==> src/hw/rtl/vcar_pkg.sv <==
// ----------------------------------------------------------------------------
// vcar_pkg
// Shared widths, constants, state encoding and control/status bundles for
// the velocity cap with acceleration repair block.
// ----------------------------------------------------------------------------
`default_nettype none

package vcar_pkg;

  // Field widths of one trajectory point.
  localparam int VW        = 18;                     // velocity / acceleration
  localparam int TDATA_W   = ((2 * VW + 7) / 8) * 8; // packed and byte aligned
  localparam int PAD_W     = TDATA_W - 2 * VW;

  // The capped velocity step is always smaller than the original one, so the
  // quotient stays below the acceleration magnitude (at most 2^17).
  localparam int QUO_W     = VW - 1;
  localparam int DIV_STEPS = QUO_W;
  localparam int CNT_W     = $clog2(DIV_STEPS);
  localparam int PROD_W    = 2 * VW;

  localparam logic signed [VW-1:0] MAX_VEL_RESET = VW'(15360);
  localparam logic signed [VW-1:0] ACC_MAX       = VW'(131071);

  typedef enum logic [2:0] {
    ST_IDLE,
    ST_DECIDE,
    ST_MUL,
    ST_DIV,
    ST_ROUND,
    ST_EMIT_HELD,
    ST_EMIT_LAST
  } vcar_state_t;

  typedef struct packed {
    logic accept;     // latch the incoming point
    logic decide;     // register differences and magnitudes
    logic start_mul;  // register product and load the divider
    logic div_step;   // one restoring division step
    logic round;      // round, sign and saturate the quotient
    logic load_held;  // push the held point into the output register
    logic load_last;  // push the final point into the output register
  } vcar_cmd_t;

  typedef struct packed {
    logic cur_valid;  // a held point is being emitted
    logic one_over;   // exactly one of the pair is over the cap
    logic last_flag;  // the accepted point closes the trajectory
    logic div_done;   // last division step in progress
    logic out_free;   // output register can take a transaction
  } vcar_sts_t;

endpackage

`default_nettype wire

==> src/hw/rtl/velocity_cap_with_accel_repair.sv <==
// ----------------------------------------------------------------------------
// velocity_cap_with_accel_repair
// Velocity cap on a stream of trajectory points with acceleration repair at
// the boundaries between capped and uncapped points.
// ----------------------------------------------------------------------------
// Each point is held until its successor arrives, then leaves with its
// velocity capped to the velocity limit. Its acceleration becomes 0 when both
// it and its successor are over the cap, stays as it is when neither is, and
// is recomputed as (capped dv) * max(|a|,1) / |original dv|, rounded to
// nearest with ties away from zero and saturated, when exactly one is. A
// point marked last leaves right after its predecessor with acceleration 0
// and tlast set, and nothing stays held. A repaired point goes through
// accept, decide, multiply, the 17 steps of the restoring divider, round
// and emit before the next point can be taken; a point without repair skips
// multiply, divide and round, the first point of a trajectory stops after
// decide, and a last point adds one more emit. An emit also waits while the
// output register holds a result that the receiver has not taken. One
// finished result may wait in the output register while the next point is
// accepted. The velocity limit is written through cfg_wen/cfg_wdata by the
// user, only while idle; the block itself does not enforce this.
// ----------------------------------------------------------------------------
`default_nettype none

module velocity_cap_with_accel_repair (
  input  wire logic                          clk,
  input  wire logic                          rst,
  // Configuration: velocity limit
  input  wire logic                          cfg_wen,
  input  wire logic [vcar_pkg::VW-1:0]       cfg_wdata,
  // Input points
  input  wire logic                          s_axis_tvalid,
  output logic                               s_axis_tready,
  // [17:0] point_velocity, [35:18] point_accel, [39:36] zero
  input  wire logic [vcar_pkg::TDATA_W-1:0]  s_axis_tdata,
  input  wire logic                          s_axis_tlast,   // point_last
  // Output points
  output logic                               m_axis_tvalid,
  input  wire logic                          m_axis_tready,
  // [17:0] out_velocity, [35:18] out_accel, [39:36] zero
  output logic [vcar_pkg::TDATA_W-1:0]       m_axis_tdata,
  output logic                               m_axis_tlast    // out_last
);
  import vcar_pkg::*;

  vcar_cmd_t     cmd;
  vcar_sts_t     sts;
  logic [VW-1:0] out_velocity;
  logic [VW-1:0] out_accel;

  // Sequence each point through decide, multiply, divide and emit.
  vcar_ctrl u_ctrl (
    .clk      (clk),
    .rst      (rst),
    .in_valid (s_axis_tvalid),
    .in_ready (s_axis_tready),
    .sts      (sts),
    .cmd      (cmd)
  );

  // Hold the points, do the arithmetic and drive the output register.
  vcar_dp u_dp (
    .clk          (clk),
    .rst          (rst),
    .cfg_wen      (cfg_wen),
    .cfg_wdata    (cfg_wdata),
    .in_velocity  (s_axis_tdata[VW-1:0]),
    .in_accel     (s_axis_tdata[2*VW-1:VW]),
    .in_last      (s_axis_tlast),
    .cmd          (cmd),
    .sts          (sts),
    .out_valid    (m_axis_tvalid),
    .out_ready    (m_axis_tready),
    .out_velocity (out_velocity),
    .out_accel    (out_accel),
    .out_last     (m_axis_tlast)
  );

  // Pack the result fields, pad the top bits with zeros.
  assign m_axis_tdata = {PAD_W'(0), out_accel, out_velocity};

endmodule

`default_nettype wire

==> src/hw/rtl/vcar_ctrl.sv <==
// ----------------------------------------------------------------------------
// vcar_ctrl
// Sequencer: accept a point, decide the repair path, run the divider and
// hand the results to the output register.
// ----------------------------------------------------------------------------
`default_nettype none

module vcar_ctrl (
  input  wire logic              clk,
  input  wire logic              rst,
  input  wire logic              in_valid,
  output logic                   in_ready,
  input  wire vcar_pkg::vcar_sts_t sts,
  output vcar_pkg::vcar_cmd_t    cmd
);
  import vcar_pkg::*;

  vcar_state_t state;
  vcar_state_t state_next;

  always_ff @(posedge clk) begin
    if (rst) begin
      state <= ST_IDLE;
    end else begin
      state <= state_next;
    end
  end

  always_comb begin
    state_next = state;
    unique case (state)
      ST_IDLE: begin
        if (in_valid) state_next = ST_DECIDE;
      end
      ST_DECIDE: begin
        if (sts.cur_valid && sts.one_over) state_next = ST_MUL;
        else if (sts.cur_valid)            state_next = ST_EMIT_HELD;
        else if (sts.last_flag)            state_next = ST_EMIT_LAST;
        else                               state_next = ST_IDLE;
      end
      ST_MUL:   state_next = ST_DIV;
      ST_DIV: begin
        if (sts.div_done) state_next = ST_ROUND;
      end
      ST_ROUND: state_next = ST_EMIT_HELD;
      ST_EMIT_HELD: begin
        if (sts.out_free) state_next = sts.last_flag ? ST_EMIT_LAST : ST_IDLE;
      end
      ST_EMIT_LAST: begin
        if (sts.out_free) state_next = ST_IDLE;
      end
      default: state_next = ST_IDLE;
    endcase
  end

  always_comb begin
    cmd      = '0;
    in_ready = 1'b0;
    unique case (state)
      ST_IDLE: begin
        in_ready   = !rst;
        cmd.accept = in_valid && !rst;
      end
      ST_DECIDE:    cmd.decide    = 1'b1;
      ST_MUL:       cmd.start_mul = 1'b1;
      ST_DIV:       cmd.div_step  = 1'b1;
      ST_ROUND:     cmd.round     = 1'b1;
      ST_EMIT_HELD: cmd.load_held = sts.out_free;
      ST_EMIT_LAST: cmd.load_last = sts.out_free;
      default: ;
    endcase
  end

endmodule

`default_nettype wire

==> src/hw/rtl/vcar_dp.sv <==
// ----------------------------------------------------------------------------
// vcar_dp
// Datapath: held point, velocity cap, multiply and restoring divide for the
// acceleration repair, and the output register.
// ----------------------------------------------------------------------------
`default_nettype none

module vcar_dp (
  input  wire logic                       clk,
  input  wire logic                       rst,
  input  wire logic                       cfg_wen,
  input  wire logic [vcar_pkg::VW-1:0]    cfg_wdata,
  input  wire logic [vcar_pkg::VW-1:0]    in_velocity,
  input  wire logic [vcar_pkg::VW-1:0]    in_accel,
  input  wire logic                       in_last,
  input  wire vcar_pkg::vcar_cmd_t        cmd,
  output vcar_pkg::vcar_sts_t             sts,
  output logic                            out_valid,
  input  wire logic                       out_ready,
  output logic [vcar_pkg::VW-1:0]         out_velocity,
  output logic [vcar_pkg::VW-1:0]         out_accel,
  output logic                            out_last
);
  import vcar_pkg::*;

  logic signed [VW-1:0] vel_limit;

  // Held point (successor of cur once accepted) and the point being emitted.
  logic                 held_valid;
  logic signed [VW-1:0] held_v;
  logic signed [VW-1:0] held_a;
  logic                 cur_valid;
  logic signed [VW-1:0] cur_v;
  logic signed [VW-1:0] cur_a;
  logic                 last_flag;

  // Repair arithmetic.
  logic [VW-1:0]        dv;
  logic [VW-1:0]        dcap_mag;
  logic [VW-1:0]        den;
  logic                 neg;
  logic [VW-1:0]        rem;
  logic [QUO_W-1:0]     mag_lo;
  logic [QUO_W-1:0]     quo;
  logic [CNT_W-1:0]     cnt;
  logic signed [VW-1:0] acc_rep;

  logic                 c_over;
  logic                 n_over;
  logic signed [VW-1:0] cc;
  logic signed [VW-1:0] cn;
  logic signed [VW:0]   dv_s;
  logic signed [VW:0]   dcap_s;
  logic signed [VW:0]   a_abs;
  logic [PROD_W-1:0]    prod;
  logic [VW:0]          trial;
  logic                 trial_ge;
  logic [VW-1:0]        q_round;
  logic                 round_up;
  logic signed [VW-1:0] held_acc_sel;

  always_comb begin
    c_over   = cur_v > vel_limit;
    n_over   = held_v > vel_limit;
    cc       = c_over ? vel_limit : cur_v;
    cn       = n_over ? vel_limit : held_v;
    dv_s     = {held_v[VW-1], held_v} - {cur_v[VW-1], cur_v};
    dcap_s   = {cn[VW-1], cn} - {cc[VW-1], cc};
    a_abs    = cur_a[VW-1] ? -{cur_a[VW-1], cur_a} : {cur_a[VW-1], cur_a};
    prod     = PROD_W'(dcap_mag) * PROD_W'(den);
    trial    = {rem, mag_lo[QUO_W-1]};
    trial_ge = trial >= {1'b0, dv};
    round_up = {rem, 1'b0} >= {1'b0, dv};
    q_round  = {1'b0, quo} + VW'(round_up);
  end

  always_comb begin
    if (c_over && n_over)        held_acc_sel = '0;
    else if (!c_over && !n_over) held_acc_sel = cur_a;
    else                         held_acc_sel = acc_rep;
  end

  always_ff @(posedge clk) begin
    if (rst) begin
      vel_limit <= MAX_VEL_RESET;
    end else if (cfg_wen) begin
      vel_limit <= cfg_wdata;
    end
  end

  // Hold control: the previous point moves to cur, the input becomes held.
  always_ff @(posedge clk) begin
    if (rst) begin
      held_valid <= 1'b0;
      cur_valid  <= 1'b0;
      last_flag  <= 1'b0;
    end else if (cmd.accept) begin
      held_valid <= !in_last;
      cur_valid  <= held_valid;
      last_flag  <= in_last;
    end
  end

  always_ff @(posedge clk) begin
    if (cmd.accept) begin
      cur_v  <= held_v;
      cur_a  <= held_a;
      held_v <= in_velocity;
      held_a <= in_accel;
    end
  end

  always_ff @(posedge clk) begin
    if (cmd.decide) begin
      dv       <= dv_s[VW] ? VW'(-dv_s) : dv_s[VW-1:0];
      dcap_mag <= dcap_s[VW] ? VW'(-dcap_s) : dcap_s[VW-1:0];
      neg      <= dcap_s[VW];
      den      <= (a_abs == '0) ? VW'(1) : a_abs[VW-1:0];
    end
    if (cmd.start_mul) begin
      rem    <= prod[2*VW-2:QUO_W];
      mag_lo <= prod[QUO_W-1:0];
      cnt    <= CNT_W'(DIV_STEPS - 1);
    end else if (cmd.div_step) begin
      rem    <= trial_ge ? VW'(trial - {1'b0, dv}) : trial[VW-1:0];
      quo    <= {quo[QUO_W-2:0], trial_ge};
      mag_lo <= {mag_lo[QUO_W-2:0], 1'b0};
      cnt    <= cnt - CNT_W'(1);
    end
    if (cmd.round) begin
      if (neg)                  acc_rep <= -q_round;
      else if (q_round[VW-1])   acc_rep <= ACC_MAX;
      else                      acc_rep <= q_round;
    end
  end

  // Output register: one result waits here while the next point is taken.
  always_ff @(posedge clk) begin
    if (rst) begin
      out_valid <= 1'b0;
    end else if (cmd.load_held || cmd.load_last) begin
      out_valid <= 1'b1;
    end else if (out_ready) begin
      out_valid <= 1'b0;
    end
  end

  always_ff @(posedge clk) begin
    if (cmd.load_held) begin
      out_velocity <= cc;
      out_accel    <= held_acc_sel;
      out_last     <= 1'b0;
    end else if (cmd.load_last) begin
      out_velocity <= cn;
      out_accel    <= '0;
      out_last     <= 1'b1;
    end
  end

  always_comb begin
    sts.cur_valid = cur_valid;
    sts.one_over  = c_over != n_over;
    sts.last_flag = last_flag;
    sts.div_done  = cnt == '0;
    sts.out_free  = !out_valid || out_ready;
  end

`ifndef SYNTHESIS
  a_load_free: assert property (@(posedge clk) disable iff (rst)
    (cmd.load_held || cmd.load_last) |-> (!out_valid || out_ready))
    else $error("output register overwritten while a result waits");

  a_rem_below_dv: assert property (@(posedge clk) disable iff (rst)
    cmd.div_step |-> (rem < dv))
    else $error("divider remainder not below divisor");

  a_round_sign: assert property (@(posedge clk) disable iff (rst)
    (cmd.round && neg) |=> (acc_rep[VW-1] || acc_rep == '0))
    else $error("repaired acceleration has wrong sign");

  a_one_load: assert property (@(posedge clk) disable iff (rst)
    !(cmd.load_held && cmd.load_last))
    else $error("two results loaded in one cycle");
`endif

endmodule

`default_nettype wire
==> config.mk <==
export PLATFORM = sky130hd
export DESIGN_NAME = velocity_cap_with_accel_repair
export DESIGN_NICKNAME = d
export VERILOG_FILES = /design/src/hw/rtl/vcar_pkg.sv /design/src/hw/rtl/velocity_cap_with_accel_repair.sv /design/src/hw/rtl/vcar_ctrl.sv /design/src/hw/rtl/vcar_dp.sv
export SDC_FILE = /design/constraint.sdc
export NUM_CORES = 1
export LEC_CHECK = 0
export BUFFER_PORTS_ARGS = -buffer_cell sky130_fd_sc_hd__clkbuf_2
export CAP_MARGIN = 20
export CORE_ASPECT_RATIO = 0.9
export CORE_UTILIZATION = 60
export DETAILED_ROUTE_END_ITERATION = 6
export PLACE_DENSITY = 0.78
export SYNTH_ARGS = -nofsm -noshare
export SYNTH_HDL_FRONTEND = slang
export SYNTH_SLANG_ARGS = --single-unit
export TNS_END_PERCENT = 100
==> constraint.sdc <==
create_clock -name clk -period 17.2 [get_ports clk]
set_input_delay 0.86 -clock clk [delete_from_list [all_inputs] [get_ports clk]]
set_output_delay 0.86 -clock clk [all_outputs]
set_load 0.02 [all_outputs]
* Word level (Yosys, flattened, before mapping)
Index checks and enable logic that the tools add are counted.
Storage, ports and cells: bits in registers 264, bits in latches 0, RAM bits 0, ROM bits 0, memories 0
Cells by class: add/subtract/negate cells 9, $mul 1, divide/modulo/power cells 0, magnitude comparators 4, equal/unequal tests 11, shift-type cells 0, muxes and demuxes 36, bitwise operators 1, reduce and logical (&&, ||, !) cells 19
Operators by type and width (number):
- 18-bit 2-to-1 mux | 14
- 18-bit negation | 3
- 17-bit 2-to-1 mux | 3
- 19-bit by 18-bit >= comparator with 1-bit output | 2
- 18-bit by 18-bit subtractor with 19-bit output | 2
- 18-bit greater-than comparator | 2
- 18-bit by 18-bit multiplier with 35-bit output | 1
- 3-bit 2-to-1 mux | 7
- 3-bit case mux with 7 select lines | 1
- 19-bit zero test | 1
- 19-bit 2-to-1 mux | 1
- 19-bit negation | 1
- 17-bit by 1-bit adder with 18-bit output | 1
- 18-bit subtractor | 1
- 1-bit 2-to-1 mux | 10
- 3-bit equality test (second input constant) | 3
- 3-bit by 2-bit equality test with 1-bit output (second input constant) | 2
- 2-bit nonzero test | 3
- 1-bit zero test | 5
- 5-bit zero test | 1
- 5-bit by 1-bit subtractor with 5-bit output (second input constant) | 1
- 1-bit logical AND | 4
- 2-bit by 1-bit != test with 1-bit output (second input constant) | 2
- 2-bit != test (second input constant) | 2
- other kinds (7) | 8

* Logic depth before layout (Yosys ltp)
depth after elaboration 6, depth in mapped cells 29, gate-level depth less buffers 28

* Hierarchy
A second synthesis with hierarchy kept.
Unflattened totals: cell total of the unflattened synthesis 2676, area total of the unflattened synthesis 25892.3 um^2
By module, submodules not included:
- vcar_dp | instances 1, cells each 2631, area an instance 25517.0 um^2, seq. area each 7557.2 um^2
- vcar_ctrl | instances 1, cells each 40, area an instance 341.6 um^2, seq. area each 60.1 um^2
- velocity_cap_with_accel_repair | instances 1, cells each 5, area an instance 33.8 um^2, seq. area each 0.0 um^2

* Worst setup path after synthesis
No wires, ideal clock.
path type flip-flop to flip-flop, start register u_dp.dcap_mag[9], end register u_dp.rem[17], data pin, data arrival time 6.517 ns, required time 16.944 ns, path slack 10.427 ns, cell stages (with the launch flop) 28, path buffers 2, cell sequence edfxtp_1 -> clkbuf_1 -> clkbuf_1 -> nand2_1 -> fa_1 -> fa_1 -> inv_1 -> fa_1 -> fa_1 -> fa_1 -> inv_1 -> fa_1 -> inv_1 -> ha_1 -> a21oi_1 -> nor2b_1 -> o21a_1 -> o21a_1 -> o21ai_0 -> nand2b_1 -> nor3_1 -> a211o_1 -> nand3_1 -> nand3_1 -> a31oi_1 -> o211a_1 -> or3_1 -> a31o_2
Between the ends: longest elaborated chain between the ends 2
RTL lines:
- start, declared | RTL line vcar_dp.sv:39 | logic [VW-1:0] dcap_mag;
- start signal, assigned | RTL line vcar_dp.sv:116 | dcap_mag <= dcap_s[VW] ? VW'(-dcap_s) : dcap_s[VW-1:0];
- 18-bit by 18-bit multiplier with 35-bit output | RTL line vcar_dp.sv:70 | prod = PROD_W'(dcap_mag) * PROD_W'(den);
- 18-bit 2-to-1 mux | RTL line vcar_dp.sv:120 | if (cmd.start_mul) begin
- end signal, assigned | RTL line vcar_dp.sv:121 | rem <= prod[2*VW-2:QUO_W];
- end signal, assigned | RTL line vcar_dp.sv:125 | rem <= trial_ge ? VW'(trial - {1'b0, dv}) : trial[VW-1:0];
- end, declared | RTL line vcar_dp.sv:42 | logic [VW-1:0] rem;
No other way between the ends. A chain may end at the register's enable or synchronous reset.

* Worst setup path after layout
start register u_dp.dcap_mag[1], end register u_dp.rem[14], data pin
Same word-level chain as after synthesis.

==> results.cfg <==
[global_route]
grt-ovfl-total = 0
grt_pass1_wl_mm = 103
grt_use_total_pct = 29.6
antenna_found_initial = 0
grt_max_degree = 70
first_global_vias = 20100

[critical_path]
crit_path_max_incr_delay_ns = 0.78
required_ns = 17.50
worstPathBufferInverterCount = 4
critPathTopFamily = adder cells
arrival_ns = 7.98
start_kind = flop
crit_chain = and2_1 -> fa_1 -> inv_1 -> fa_1 -> inv_1 -> ha_1 -> fa_1 -> inv_1 -> fa_1 -> fa_1 -> inv_1 -> ha_1 -> o21ai_0 -> a21boi_0 -> o21ai_0 -> a21oi_1 -> nor2_1 -> a2111oi_0 -> o21ai_0 -> a31oi_1 -> a21oi_1 -> a21oi_1 -> xnor2_1 -> a21oi_1
endpoint_kind = flop
path_class = reg -> reg
path_max_fanout = 18
crit_slowest_cell = edfxtp_1
critPathMostFrequentCell = fa_1
cp_num_cells = 24
r2r_cells = 24

[final_layout]
fillers = 3316
final_common_cell = inv_1
final_cell_mix = 436 x inv_1, 339 x nand2_1, 257 x fa_1
layout-drive-gt1-share_pct = 7.30
nets = 3308
antenna_cells = 0
syn2layout_area_growth_pct = 7.23

[clock_tree]
clock_latency_ns = 0.59
clkTransAtPathRegs_ns = 0.06
cts_hold_buf = 0
cts_tree = done
ctsResizeCount = 0
ctsHtreeMaxLevel = 1
cts_setup_buffers = 0
cts_buffer_depth = 3
clock-sinks = 264
cts-buffers-inserted = 28
root_buffer = clkbuf_16

[timing]
slew_violations = 0
skew_ns = 0.0306
fmax_mhz = 130
relSlewSlack_pct = 33.4
post-route-period-util_pct = 44.6
worst_slew_pin_slew_ns = 0.999
fin_setup_tns_ns = 0
setup_viol = 0
hold_viol = 0
rsz0062_at_grt = no
fin_crit_ns = 7.68

[floorplanning]
die_h_microns = 200
rows = 71
io_pins = 107
die_width_microns = 221
coreArea_sq_um = 42300
die_area_sq_um = 44200
start_util_pct = 61.5

[run]
drv_cap = 0

[synth]
synth.avg_cell_area_sq_um = 9.48
yosys_warnings = 0
synth.top_cell.area_share_pct = 26.9
ys_seq_area_share_pct = 29.3
ys_seq_elements = 264
ys_types = 93
synth-edff-count = 233
synth_cells = 2743
synth.cell_area_sq_um = 26000
async_flop_share_pct = 0
synthFlopType = edfxtp_1
synth_area_leaders = edfxtp_1 27%, fa_1 20%, ha_1 9.6%
yosysTopAreaCell = edfxtp_1

[route]
dr.first_iter.drc_count = 1556
viasPerCell = 5.91
wl_per_cell_microns = 19.0
highest_layer = met4
vias = 19800
ant_nets = 0
wl_met3_mm = 4.77
drc = 0
route.met2.wl_mm = 30.2
drt-met1-wl_mm = 26.6
drt_wl_total_mm = 63.7
drtPass1Iterations = 6

[placed_design]
hpwl_mm = 48.3
place.gp.congestion = 0.959
numPortBuffers = 98

[hold_path]
min_path_cells = 0
worstHoldPathType = reg -> reg

[outcome]
outcome = finished clean
==> state kept, by name (all words and copies together), names as in the netlist, 17 cells and up <==
| name | count |
|---|---|
| u_dp.out_accel | 18 |
| u_dp.vel_limit | 18 |
| u_dp.mag_lo | 17 |
| u_dp.acc_rep | 18 |
| u_dp.dcap_mag | 18 |
| u_dp.quo | 17 |
| u_dp.dv | 18 |
| u_dp.rem | 18 |
| u_dp.cur_v | 18 |
| u_dp.held_a | 18 |
| u_dp.den | 18 |
| u_dp.held_v | 18 |
| u_dp.out_velocity | 18 |
| u_dp.cur_a | 18 |
==> final timing paths <==
kind / endpoint / start / slack [ns]
max: u_dp.rem[14] / u_dp.dcap_mag[1] / 9.52
min: u_dp.cur_a[14] / u_dp.held_a[14] / 0.42
max reg2reg: u_dp.rem[14] / u_dp.dcap_mag[1] / 9.52
min reg2reg: u_dp.cur_a[14] / u_dp.held_a[14] / 0.42
==> metal layers <==
| metal | vias to the layer above | track usage (%) |
|---|---|---|
| met5 | - | 0 |
| met4 | 0 | 9.80 |
| met3 | 148 | 3.57 |
| met2 | 793 | 50.1 |
| met1 | 9713 | 39.8 |
| li1 | 9182 | - |
==> kinds of logic after synthesis <==
logic type / synth area share [%]
and+or+nand+nor: 16.0
buffers and inverters: 7.99
adders and majority gates: 29.4
AOI/OAI and AO/OA: 10.8
DFF: 29.3
xor gates and xnor gates: 4.87
muxes: 1.62
other: 0.0144
==> cell type report <==
type / count / area (sq um) / area share, %
Tap cell: 547 / 684 / 2.45
Sequential cell: 264 / 7620 / 27.3
Inverter: 440 / 1650 / 5.93
Multi-Input combinational cell: 1938 / 16300 / 58.6
Clock inverter: 18 / 205 / 0.736
Timing Repair Buffer: 116 / 646 / 2.31
Clock buffer: 34 / 743 / 2.66
==> cell usage after synthesis, types with 10 or more instances <==
library cell  number
inv_1            437
nand2_1          339
fa_1             257
edfxtp_1         233
ha_1             199
nor2_1           167
and2_1           134
a21oi_1          114
o21ai_0           98
xnor2_1           91
clkbuf_1          83
xor2_1            51
nor3_1            45
mux2i_1           42
nand3_1           40
dfxtp_1           31
or3_1             28
a21o_1            24
a211oi_1          21
nand2b_1          21
and3_1            19
nand4_1           17
o211ai_1          17
o31ai_1           17
a22oi_1           11
a31oi_1           11
nor2b_1           11
a21boi_0          10
buf_1             10
nor4_1            10
o21a_1            10
==> stage by stage <==
step / utilization [%] / area (sq um) / setup WS, ns / hold WS [ns] / instances
2_1_floorplan: - / 26000 / 10.43 / 0.400 / 2746
3_3_place_gp: 63.7 / 26900 / 9.73 / 0.401 / 3304
3_5_place_dp: 63.7 / 26900 / 9.63 / 0.405 / 3304
4_1_cts: 65.9 / 27900 / 9.61 / 0.420 / 3356
5_1_grt: 66.0 / 27900 / 9.07 / 0.418 / 3357
6_report: 66.0 / 27900 / 9.52 / 0.420 / 3357
Power is not shown: default switching activity piles up to over one toggle a cycle in this logic, so the estimate is an artifact.
